[src/hdl/pdc_pkg.sv]
package pdc_pkg;

    // sizes fixed by the request fields
    localparam int STORE_BYTES_DEF = 64;
    localparam int DUR_W           = 24;
    localparam int CT_W            = 16;
    localparam int QUO_W           = DUR_W + 1;
    localparam int ADDR_IN_W       = 6;
    localparam int COUNT_W         = 10;

    localparam logic [CT_W-1:0] CHIP_TIME_RESET = 16'd100;

    // request modes
    typedef enum logic [1:0] {
        MODE_START = 2'd0,
        MODE_PULSE = 2'd1,
        MODE_READ  = 2'd2,
        MODE_NONE  = 2'd3
    } mode_t;

    // top level sequencer
    typedef enum logic [1:0] {
        ST_IDLE,
        ST_DIVIDE,
        ST_FILL,
        ST_REPLY
    } seq_state_t;

    // commands from the sequencer to the chip store
    typedef struct packed {
        logic                 clear;
        logic                 load;
        logic                 value;
        logic [QUO_W-1:0]     count;
        logic                 rd_req;
        logic [ADDR_IN_W-1:0] rd_addr;
    } store_cmd_t;

    // status back from the chip store
    typedef struct packed {
        logic filling;
        logic full;
    } store_stat_t;

endpackage

[src/hdl/pdc_div.sv]
module pdc_div
(
    input  logic                         clk,
    input  logic                         rst_n,
    input  logic                         go,
    input  logic [pdc_pkg::QUO_W-1:0]    dividend,
    input  logic [pdc_pkg::CT_W-1:0]     divisor,
    output logic                         done,
    output logic [pdc_pkg::QUO_W-1:0]    quotient
);
    import pdc_pkg::*;

    localparam int STEP_W = $clog2(QUO_W);

    logic              running_reg;
    logic              done_reg;
    logic [STEP_W-1:0] step_reg;
    logic [CT_W-1:0]   rem_reg;
    logic [QUO_W-1:0]  quo_reg;
    logic [CT_W:0]     shifted;
    logic [CT_W:0]     diff;
    logic              fits;

    // one restoring step: shift in the next dividend bit and try the subtract
    // a zero divisor always fits, giving an all-ones quotient
    assign shifted = {rem_reg, quo_reg[QUO_W-1]};
    assign diff    = shifted - {1'b0, divisor};
    assign fits    = shifted >= {1'b0, divisor};

    // control
    always_ff @(posedge clk or negedge rst_n)
    begin
        if (!rst_n)
        begin
            running_reg <= 1'b0;
            done_reg    <= 1'b0;
            step_reg    <= '0;
        end
        else
        begin
            done_reg <= 1'b0;
            if (go)
            begin
                running_reg <= 1'b1;
                step_reg    <= '0;
            end
            else if (running_reg)
            begin
                step_reg <= step_reg + 1'b1;
                if (step_reg == STEP_W'(QUO_W - 1))
                begin
                    running_reg <= 1'b0;
                    done_reg    <= 1'b1;
                end
            end
        end
    end

    // remainder and quotient shift register
    always_ff @(posedge clk)
    begin
        if (go)
        begin
            rem_reg <= '0;
            quo_reg <= dividend;
        end
        else if (running_reg)
        begin
            rem_reg <= fits ? diff[CT_W-1:0] : shifted[CT_W-1:0];
            quo_reg <= {quo_reg[QUO_W-2:0], fits};
        end
    end

    assign done     = done_reg;
    assign quotient = quo_reg;

endmodule

[src/hdl/pdc_chip_store.sv]
module pdc_chip_store
#(
    parameter  int STORE_BYTES = pdc_pkg::STORE_BYTES_DEF,
    localparam int CAP         = STORE_BYTES * 8,
    localparam int IDX_W       = $clog2(CAP + 1)
)
(
    input  logic                 clk,
    input  logic                 rst_n,
    input  pdc_pkg::store_cmd_t  cmd,
    output pdc_pkg::store_stat_t stat,
    output logic [IDX_W-1:0]     chip_index,
    output logic [7:0]           rd_data
);
    import pdc_pkg::*;

    localparam int ADDR_W = (STORE_BYTES > 1) ? $clog2(STORE_BYTES) : 1;
    localparam int CMP_W  = 13;

    typedef enum logic [1:0] {
        RD_ZERO,
        RD_MEM,
        RD_PART
    } rd_sel_t;

    logic [7:0]       mem [STORE_BYTES];

    logic [IDX_W-1:0] index_reg;
    logic [IDX_W-1:0] remain_reg;
    logic [7:0]       cur_byte_reg;
    logic             value_reg;
    rd_sel_t          rd_sel_reg;
    logic [7:0]       mem_q_reg;
    logic [7:0]       part_q_reg;

    logic [2:0]       bit_pos;
    logic [3:0]       space;
    logic [3:0]       n_chips;
    logic [3:0]       end_pos;
    logic [7:0]       mask;
    logic [7:0]       new_byte;
    logic             byte_done;
    logic [IDX_W-1:0] room;
    logic [IDX_W-1:0] remain_load;
    logic [ADDR_W-1:0] wr_addr;
    logic [CMP_W-1:0] rd_addr_ext;
    logic [CMP_W-1:0] full_bytes;

    // chips that fit into the current byte this cycle
    assign bit_pos   = index_reg[2:0];
    assign space     = 4'd8 - {1'b0, bit_pos};
    assign n_chips   = (remain_reg < IDX_W'(space)) ? remain_reg[3:0] : space;
    assign end_pos   = {1'b0, bit_pos} + n_chips;
    assign mask      = (8'hFF >> bit_pos) & ~(8'hFF >> end_pos);
    assign new_byte  = value_reg ? (cur_byte_reg | mask) : cur_byte_reg;
    assign byte_done = (remain_reg != '0) && (end_pos == 4'd8);
    assign wr_addr   = index_reg[ADDR_W+2:3];

    // clamp the pulse length to the room left in the store
    assign room        = IDX_W'(CAP) - index_reg;
    assign remain_load = (cmd.count > QUO_W'(room)) ? room : cmd.count[IDX_W-1:0];

    // fill and clear control
    always_ff @(posedge clk or negedge rst_n)
    begin
        if (!rst_n)
        begin
            index_reg    <= '0;
            remain_reg   <= '0;
            cur_byte_reg <= '0;
        end
        else if (cmd.clear)
        begin
            index_reg    <= '0;
            remain_reg   <= '0;
            cur_byte_reg <= '0;
        end
        else if (cmd.load)
        begin
            remain_reg <= remain_load;
        end
        else if (remain_reg != '0)
        begin
            index_reg    <= index_reg + IDX_W'(n_chips);
            remain_reg   <= remain_reg - IDX_W'(n_chips);
            cur_byte_reg <= byte_done ? 8'h00 : new_byte;
        end
    end

    always_ff @(posedge clk)
    begin
        if (cmd.load)
        begin
            value_reg <= cmd.value;
        end
    end

    // completed bytes go to memory, bytes past the fill point read as zero
    always_ff @(posedge clk)
    begin
        if (byte_done)
        begin
            mem[wr_addr] <= new_byte;
        end
    end

    // read port
    assign rd_addr_ext = CMP_W'(cmd.rd_addr);
    assign full_bytes  = CMP_W'(index_reg >> 3);

    always_ff @(posedge clk)
    begin
        if (cmd.rd_req)
        begin
            mem_q_reg  <= mem[rd_addr_ext[ADDR_W-1:0]];
            part_q_reg <= cur_byte_reg;
        end
    end

    always_ff @(posedge clk or negedge rst_n)
    begin
        if (!rst_n)
        begin
            rd_sel_reg <= RD_ZERO;
        end
        else if (cmd.rd_req)
        begin
            if (rd_addr_ext >= CMP_W'(STORE_BYTES))
                rd_sel_reg <= RD_ZERO;
            else if (rd_addr_ext < full_bytes)
                rd_sel_reg <= RD_MEM;
            else if (rd_addr_ext == full_bytes)
                rd_sel_reg <= RD_PART;
            else
                rd_sel_reg <= RD_ZERO;
        end
    end

    always_comb
    begin
        case (rd_sel_reg)
            RD_MEM:  rd_data = mem_q_reg;
            RD_PART: rd_data = part_q_reg;
            default: rd_data = 8'h00;
        endcase
    end

    assign stat.filling = (remain_reg != '0);
    assign stat.full    = (index_reg >= IDX_W'(CAP));
    assign chip_index   = index_reg;

endmodule

[src/hdl/pulse_durations_to_chip_bits.sv]
// channel      ports                                   handshake
// -----------  --------------------------------------  ---------------------------
// request      mode, duration, byte_address            start high while busy low
// result       chip_count, read_data, store_full       done high for one cycle
// chip time    chip_time                               chip_time_we high
//
// start, read and unused-mode requests: done in the cycle right after the accepting edge.
// pulse: the restoring divider forms the chip count, then the count is clamped and loaded,
// then the store is filled one byte at a time (about chips / 8 + 1 bytes touched), then
// the fill end is seen, then the done cycle follows.
// busy stays high through the done cycle, so the next request is taken in the cycle after it.
// reset clears the chip count, parity and chip time (to 100); the byte memory
// needs no clearing since bytes past the fill point read as zero.
// the receiver cannot stall: the result is shown for its one done cycle only.
module pulse_durations_to_chip_bits
#(
    parameter int STORE_BYTES = pdc_pkg::STORE_BYTES_DEF
)
(
    input  logic                              clk,
    input  logic                              rst_n,
    input  logic                              start,
    output logic                              busy,
    input  logic [1:0]                        mode,
    input  logic [pdc_pkg::DUR_W-1:0]         duration,
    input  logic [pdc_pkg::ADDR_IN_W-1:0]     byte_address,
    input  logic                              chip_time_we,
    input  logic [pdc_pkg::CT_W-1:0]          chip_time,
    output logic                              done,
    output logic [pdc_pkg::COUNT_W-1:0]       chip_count,
    output logic [7:0]                        read_data,
    output logic                              store_full
);
    import pdc_pkg::*;

    localparam int CAP   = STORE_BYTES * 8;
    localparam int IDX_W = $clog2(CAP + 1);

    seq_state_t       state_reg;
    seq_state_t       state_next;
    logic             space_reg;
    logic             space_next;
    logic             is_read_reg;
    logic             is_read_next;
    logic [CT_W-1:0]  chip_time_reg;

    store_cmd_t       cmd;
    store_stat_t      stat;
    logic [IDX_W-1:0] chip_index;
    logic [7:0]       rd_data;
    logic             div_go;
    logic             div_done;
    logic [QUO_W-1:0] quotient;
    logic [QUO_W-1:0] dividend;
    logic [31:0]      count_wide;

    // chip time register
    always_ff @(posedge clk or negedge rst_n)
    begin
        if (!rst_n)
            chip_time_reg <= CHIP_TIME_RESET;
        else if (chip_time_we)
            chip_time_reg <= chip_time;
    end

    // round to nearest by adding half a chip before dividing
    assign dividend = QUO_W'(duration) + QUO_W'(chip_time_reg >> 1);

    pdc_div u_div
    (
        .clk      (clk),
        .rst_n    (rst_n),
        .go       (div_go),
        .dividend (dividend),
        .divisor  (chip_time_reg),
        .done     (div_done),
        .quotient (quotient)
    );

    pdc_chip_store #(.STORE_BYTES(STORE_BYTES)) u_store
    (
        .clk        (clk),
        .rst_n      (rst_n),
        .cmd        (cmd),
        .stat       (stat),
        .chip_index (chip_index),
        .rd_data    (rd_data)
    );

    // sequencer state
    always_ff @(posedge clk or negedge rst_n)
    begin
        if (!rst_n)
        begin
            state_reg   <= ST_IDLE;
            space_reg   <= 1'b0;
            is_read_reg <= 1'b0;
        end
        else
        begin
            state_reg   <= state_next;
            space_reg   <= space_next;
            is_read_reg <= is_read_next;
        end
    end

    // sequencer next state and commands
    always_comb
    begin
        state_next   = state_reg;
        space_next   = space_reg;
        is_read_next = is_read_reg;
        div_go       = 1'b0;
        cmd          = '0;
        cmd.rd_addr  = byte_address;

        case (state_reg)
            ST_IDLE:
            begin
                if (start)
                begin
                    is_read_next = 1'b0;
                    state_next   = ST_REPLY;
                    case (mode_t'(mode))
                        MODE_START:
                        begin
                            cmd.clear  = 1'b1;
                            space_next = 1'b0;
                        end
                        MODE_PULSE:
                        begin
                            div_go     = 1'b1;
                            state_next = ST_DIVIDE;
                        end
                        MODE_READ:
                        begin
                            cmd.rd_req   = 1'b1;
                            is_read_next = 1'b1;
                        end
                        default:
                        begin
                            state_next = ST_REPLY;
                        end
                    endcase
                end
            end
            ST_DIVIDE:
            begin
                if (div_done)
                begin
                    // a mark of zero chips still takes one chip
                    cmd.load  = 1'b1;
                    cmd.value = ~space_reg;
                    if (!space_reg && (quotient == '0))
                        cmd.count = QUO_W'(1);
                    else
                        cmd.count = quotient;
                    space_next = ~space_reg;
                    state_next = ST_FILL;
                end
            end
            ST_FILL:
            begin
                if (!stat.filling)
                    state_next = ST_REPLY;
            end
            ST_REPLY:
            begin
                state_next = ST_IDLE;
            end
            default:
            begin
                state_next = ST_IDLE;
            end
        endcase
    end

    // result
    assign count_wide = 32'(chip_index);
    assign busy       = (state_reg != ST_IDLE);
    assign done       = (state_reg == ST_REPLY);
    assign chip_count = count_wide[COUNT_W-1:0];
    assign read_data  = is_read_reg ? rd_data : 8'h00;
    assign store_full = stat.full;

endmodule

[config.mk]
export PLATFORM = sky130hd
export DESIGN_NAME = pulse_durations_to_chip_bits
export DESIGN_NICKNAME = d
export VERILOG_FILES = /design/src/hdl/pdc_pkg.sv /design/src/hdl/pdc_div.sv /design/src/hdl/pdc_chip_store.sv /design/src/hdl/pulse_durations_to_chip_bits.sv
export SDC_FILE = /design/constraint.sdc
export NUM_CORES = 1
export LEC_CHECK = 0
export BUFFER_PORTS_ARGS = -buffer_cell sky130_fd_sc_hd__buf_4
export CORE_ASPECT_RATIO = 0.5
export CORE_MARGIN = 4
export CORE_UTILIZATION = 43
export DETAILED_ROUTE_END_ITERATION = 10
export HOLD_SLACK_MARGIN = 0.15
export PLACE_DENSITY = 0.65
export SYNTH_ARGS = -nofsm -noshare
export SYNTH_HDL_FRONTEND = slang
export SYNTH_SLANG_ARGS = --single-unit
export TNS_END_PERCENT = 5
[constraint.sdc]
create_clock -name clk -period 19.9 [get_ports clk]
set_input_delay 1.99 -clock clk [delete_from_list [all_inputs] [get_ports clk]]
set_output_delay 1.99 -clock clk [all_outputs]
set_load 0.1 [all_outputs]
==> impl_metrics.py <==
metrics = {
    "pwr": {
        "swShare_pct": 36.28,
        "internal_power_w": 0.002932,
        "clkPwrFrac_pct": 24.0,
        "comb_power_share_pct": 33.5,
        "seq_power_share_pct": 42.5,
        "power_density_mw_per_mm2": 148.2,
        "ir_drop_mv": 0.1836,
        "p_sw_w": 0.001669,
        "power_w": 0.004601,
        "power_leakage_nw": 10.66,
    },
    "cts": {
        "clock-sinks": 627,
        "cts_hold_buf": 0,
        "worstSkewPairLatency_ns": 0.60,
        "root_buffer": "clkbuf_16",
        "htreeDepth": 2,
        "clock_path_buffers": 3,
        "cts_setup_buffers": 0,
        "clk_pin_slew_ns": 0.07,
        "cts_tree": "yes",
        "cts_buffers": 55,
        "ctsResizeCount": 0,
    },
    "worst_setup_path": {
        "start_kind": "flip-flop",
        "r2r_start": "u_store.chip_index[1]",
        "worstPathMaxFanout": 12,
        "end_kind": "flip-flop",
        "crit_family": "simple AND/OR/NAND/NOR gates",
        "slowest_stage": "or4_1",
        "startpoint": "u_store.chip_index[1]",
        "max_stage_delay_ns": 0.99,
        "critPathKind": "reg -> reg",
        "crit_chain": "inv_1 > ha_1 > ha_1 > inv_1 > ha_1 > a21o_1 > a21boi_0 > nand2_1 > o21ai_0 > ha_1 > inv_1 > fa_1 > nand2b_1 > nand2b_1 > nor2_1 > and3_1 > nor2_1 > or4_1 > nor2_1",
        "crit_buf_inv": 3,
        "cp.arrival_ns": 6.54,
        "required_ns": 20.13,
        "path_common_cell": "ha_1",
    },
    "floorplan": {
        "die_h_um": 187.2,
        "core-area_mm2": 0.06335,
        "num_io_pins": 73,
        "dieArea_mm2": 0.06862,
        "die_w_um": 366.5,
        "rows": 65,
        "start_util_pct": 43.61,
    },
    "sta": {
        "setup_tns_ns": 0,
        "finalSetupViolCount": 0,
        "finalCritPeriodShare_pct": 31.71,
        "drv_slew": 0,
        "tightest_slew_ns": 1.356,
        "fin_skew_ns": 0.02175,
        "fin_crit_ns": 6.310,
        "finalHoldViolCount": 0,
        "slew-limit-headroom_pct": 8.917,
        "rsz0062_at_grt": "false",
        "max_freq_mhz": 158.5,
    },
    "placement": {
        "postPlaceCellArea_mm2": 0.02919,
        "post-dp-hpwl_um": 43350,
        "gp_congestion": 0.8261,
        "port_buffers": 72,
    },
    "logic_synthesis": {
        "ys_top_cells_by_area": "edfxtp_1, mux4_2, dfrtp_1",
        "ys_async_sr_fraction_pct": 9.091,
        "synthesis.nets": 1810,
        "synth_top_area_share_pct": 60.21,
        "ys_types": 71,
        "synth_seq_cells": 627,
        "synth_seq_area_share_pct": 66.54,
        "synth_edf_count": 554,
        "synth_top_area_cell": "edfxtp_1",
        "mappedNetlistArea_mm2": 0.02763,
        "synthCells": 1684,
        "avgSynthCellArea_um2": 16.41,
        "synthFlopType": "edfxtp_1",
        "yosys_warnings": 0,
    },
    "routing": {
        "wl_um": 66430,
        "first_pass_iters": 7,
        "drtIter0Drc": 1553,
        "drc": 0,
        "via_per_inst": 5.839,
        "via_count": 15450,
        "ant_nets": 0,
        "wl_per_cell_um": 25.11,
    },
    "final_layout": {
        "layout_commonest_cell": "edfxtp_1",
        "largest_reg_flops": 512,
        "fin_area_mm2": 0.03105,
        "mostFrequentLayoutCells": "edfxtp_1, mux4_2, nand2_1",
        "layout.nets": 1888,
        "syn_to_final_growth_pct": 12.38,
        "top_register": "u_store.mem",
        "layout-drive-gt1-share_pct": 21.68,
        "num_antenna_cells": 0,
    },
    "grt": {
        "grt_pass1_wl_um": 99930,
        "antenna_found_initial": 1,
        "gr-total-overflow": 0,
        "grtUsageTotal_pct": 19.22,
        "grt_max_degree": 66,
        "grt_pass1_vias": 15180,
    },
    "min_path": {
        "hold_class": "reg -> reg",
        "min-delay-start": "u_store.cur_byte_reg[7]",
    },
    "run_status": {
        "status": "finished clean",
    },
    "flow_run": {
        "maxCapViolCount": 0,
    },
}
[metrics by stage]
stage | setup WS, ns | hold slack (ns) | std cells | util, %
after CTS | 13.60 | 0.4660 | 2645 | 49.00
final | 13.59 | 0.4669 | 2645 | 49.01
after global routing | 13.13 | 0.4827 | 2645 | 49.01
after detailed placement | 13.63 | 0.4440 | 2542 | 46.08
after global placement | 13.80 | 0.4392 | 2542 | 46.08
after floorplan | 12.68 | 0.4249 | 1684 | -
[cell type report]
class / count / area [um^2]
Fill cell: 5220 / 32300
Timing Repair Buffer: 97 / 734.5
Tap cell: 837 / 1047
Clock buffer: 68 / 1476
Sequential cell: 627 / 18390
Multi-Input combinational cell: 910 / 8763
Clock inverter: 35 / 376.6
Inverter: 71 / 266.5
[final timing paths]
path	to	slack [ns]	depth (start not counted)
setup / recovery	u_store.mem[30][6]	13.59	19
min in group asynchronous	u_div.step_reg[1]	1.47	1
max in group asynchronous	chip_time_reg[8]	17.91	1
hold reg to reg	u_store.part_q_reg[7]	0.47	0
hold / removal	u_store.part_q_reg[7]	0.47	0
setup reg to reg	u_store.mem[30][6]	13.59	19
[cells in the mapped netlist, types with 6 or more instances]
cell type    n
edfxtp_1   554
nor3_1      24
mux2_2       8
nor4_1      16
and3_1      11
inv_1       68
a21o_1      26
mux2i_1     15
a21oi_1     51
a211oi_1     7
nor2b_1     10
nand3_1     19
a22oi_1      8
mux4_2     168
o21a_1       6
dfxtp_1     16
buf_1        7
nand4_1     13
or3_1        6
xnor2_1     27
clkbuf_1    52
dfrtp_1     54
buf_2       15
nand2_1    107
o21ai_0     89
o21bai_1     7
nand2b_1    10
xor2_1      27
nor2_2       8
nor2_1      99
ha_1        70
[power groups by stage]
stage / sequential, W / clock [W] / combinational, W
after global routing: 0.00197 / 0.00119 / 0.00169
after global placement: 0.00198 / 0 / 0.00153
after floorplan: 0.00204 / 0 / 0.000953
after detailed placement: 0.00198 / 0 / 0.00155
final: 0.00196 / 0.00110 / 0.00154
after CTS: 0.00196 / 0.00112 / 0.00155
[logic make-up (layout without fill, tap and decap cells)]
logic type / after synthesis / after routing / share of synthesized area [%]
DFF: 627 / 627 / 66.54
and+or+nand+nor: 345 / 345 / 5.909
muxes: 191 / 191 / 14.56
adders and majority gates: 74 / 74 / 3.460
xor gates and xnor gates: 55 / 55 / 1.771
buffers and inverters: 147 / 271 / 2.119
AOI/OAI and AO/OA: 245 / 245 / 5.638
[metal layers]
layer	wire, um	global-route usage [%]	part of all wire, %	vias up
met4	1384	4.094	2.1	0
met1	28770	27.65	43	7908
li1	-	-	-	6808
met2	30610	29.98	46	643
met3	5657	4.713	8.5	86
met5	0	0	0	-
No activity file was read; power rests on OpenSTA's default activity.
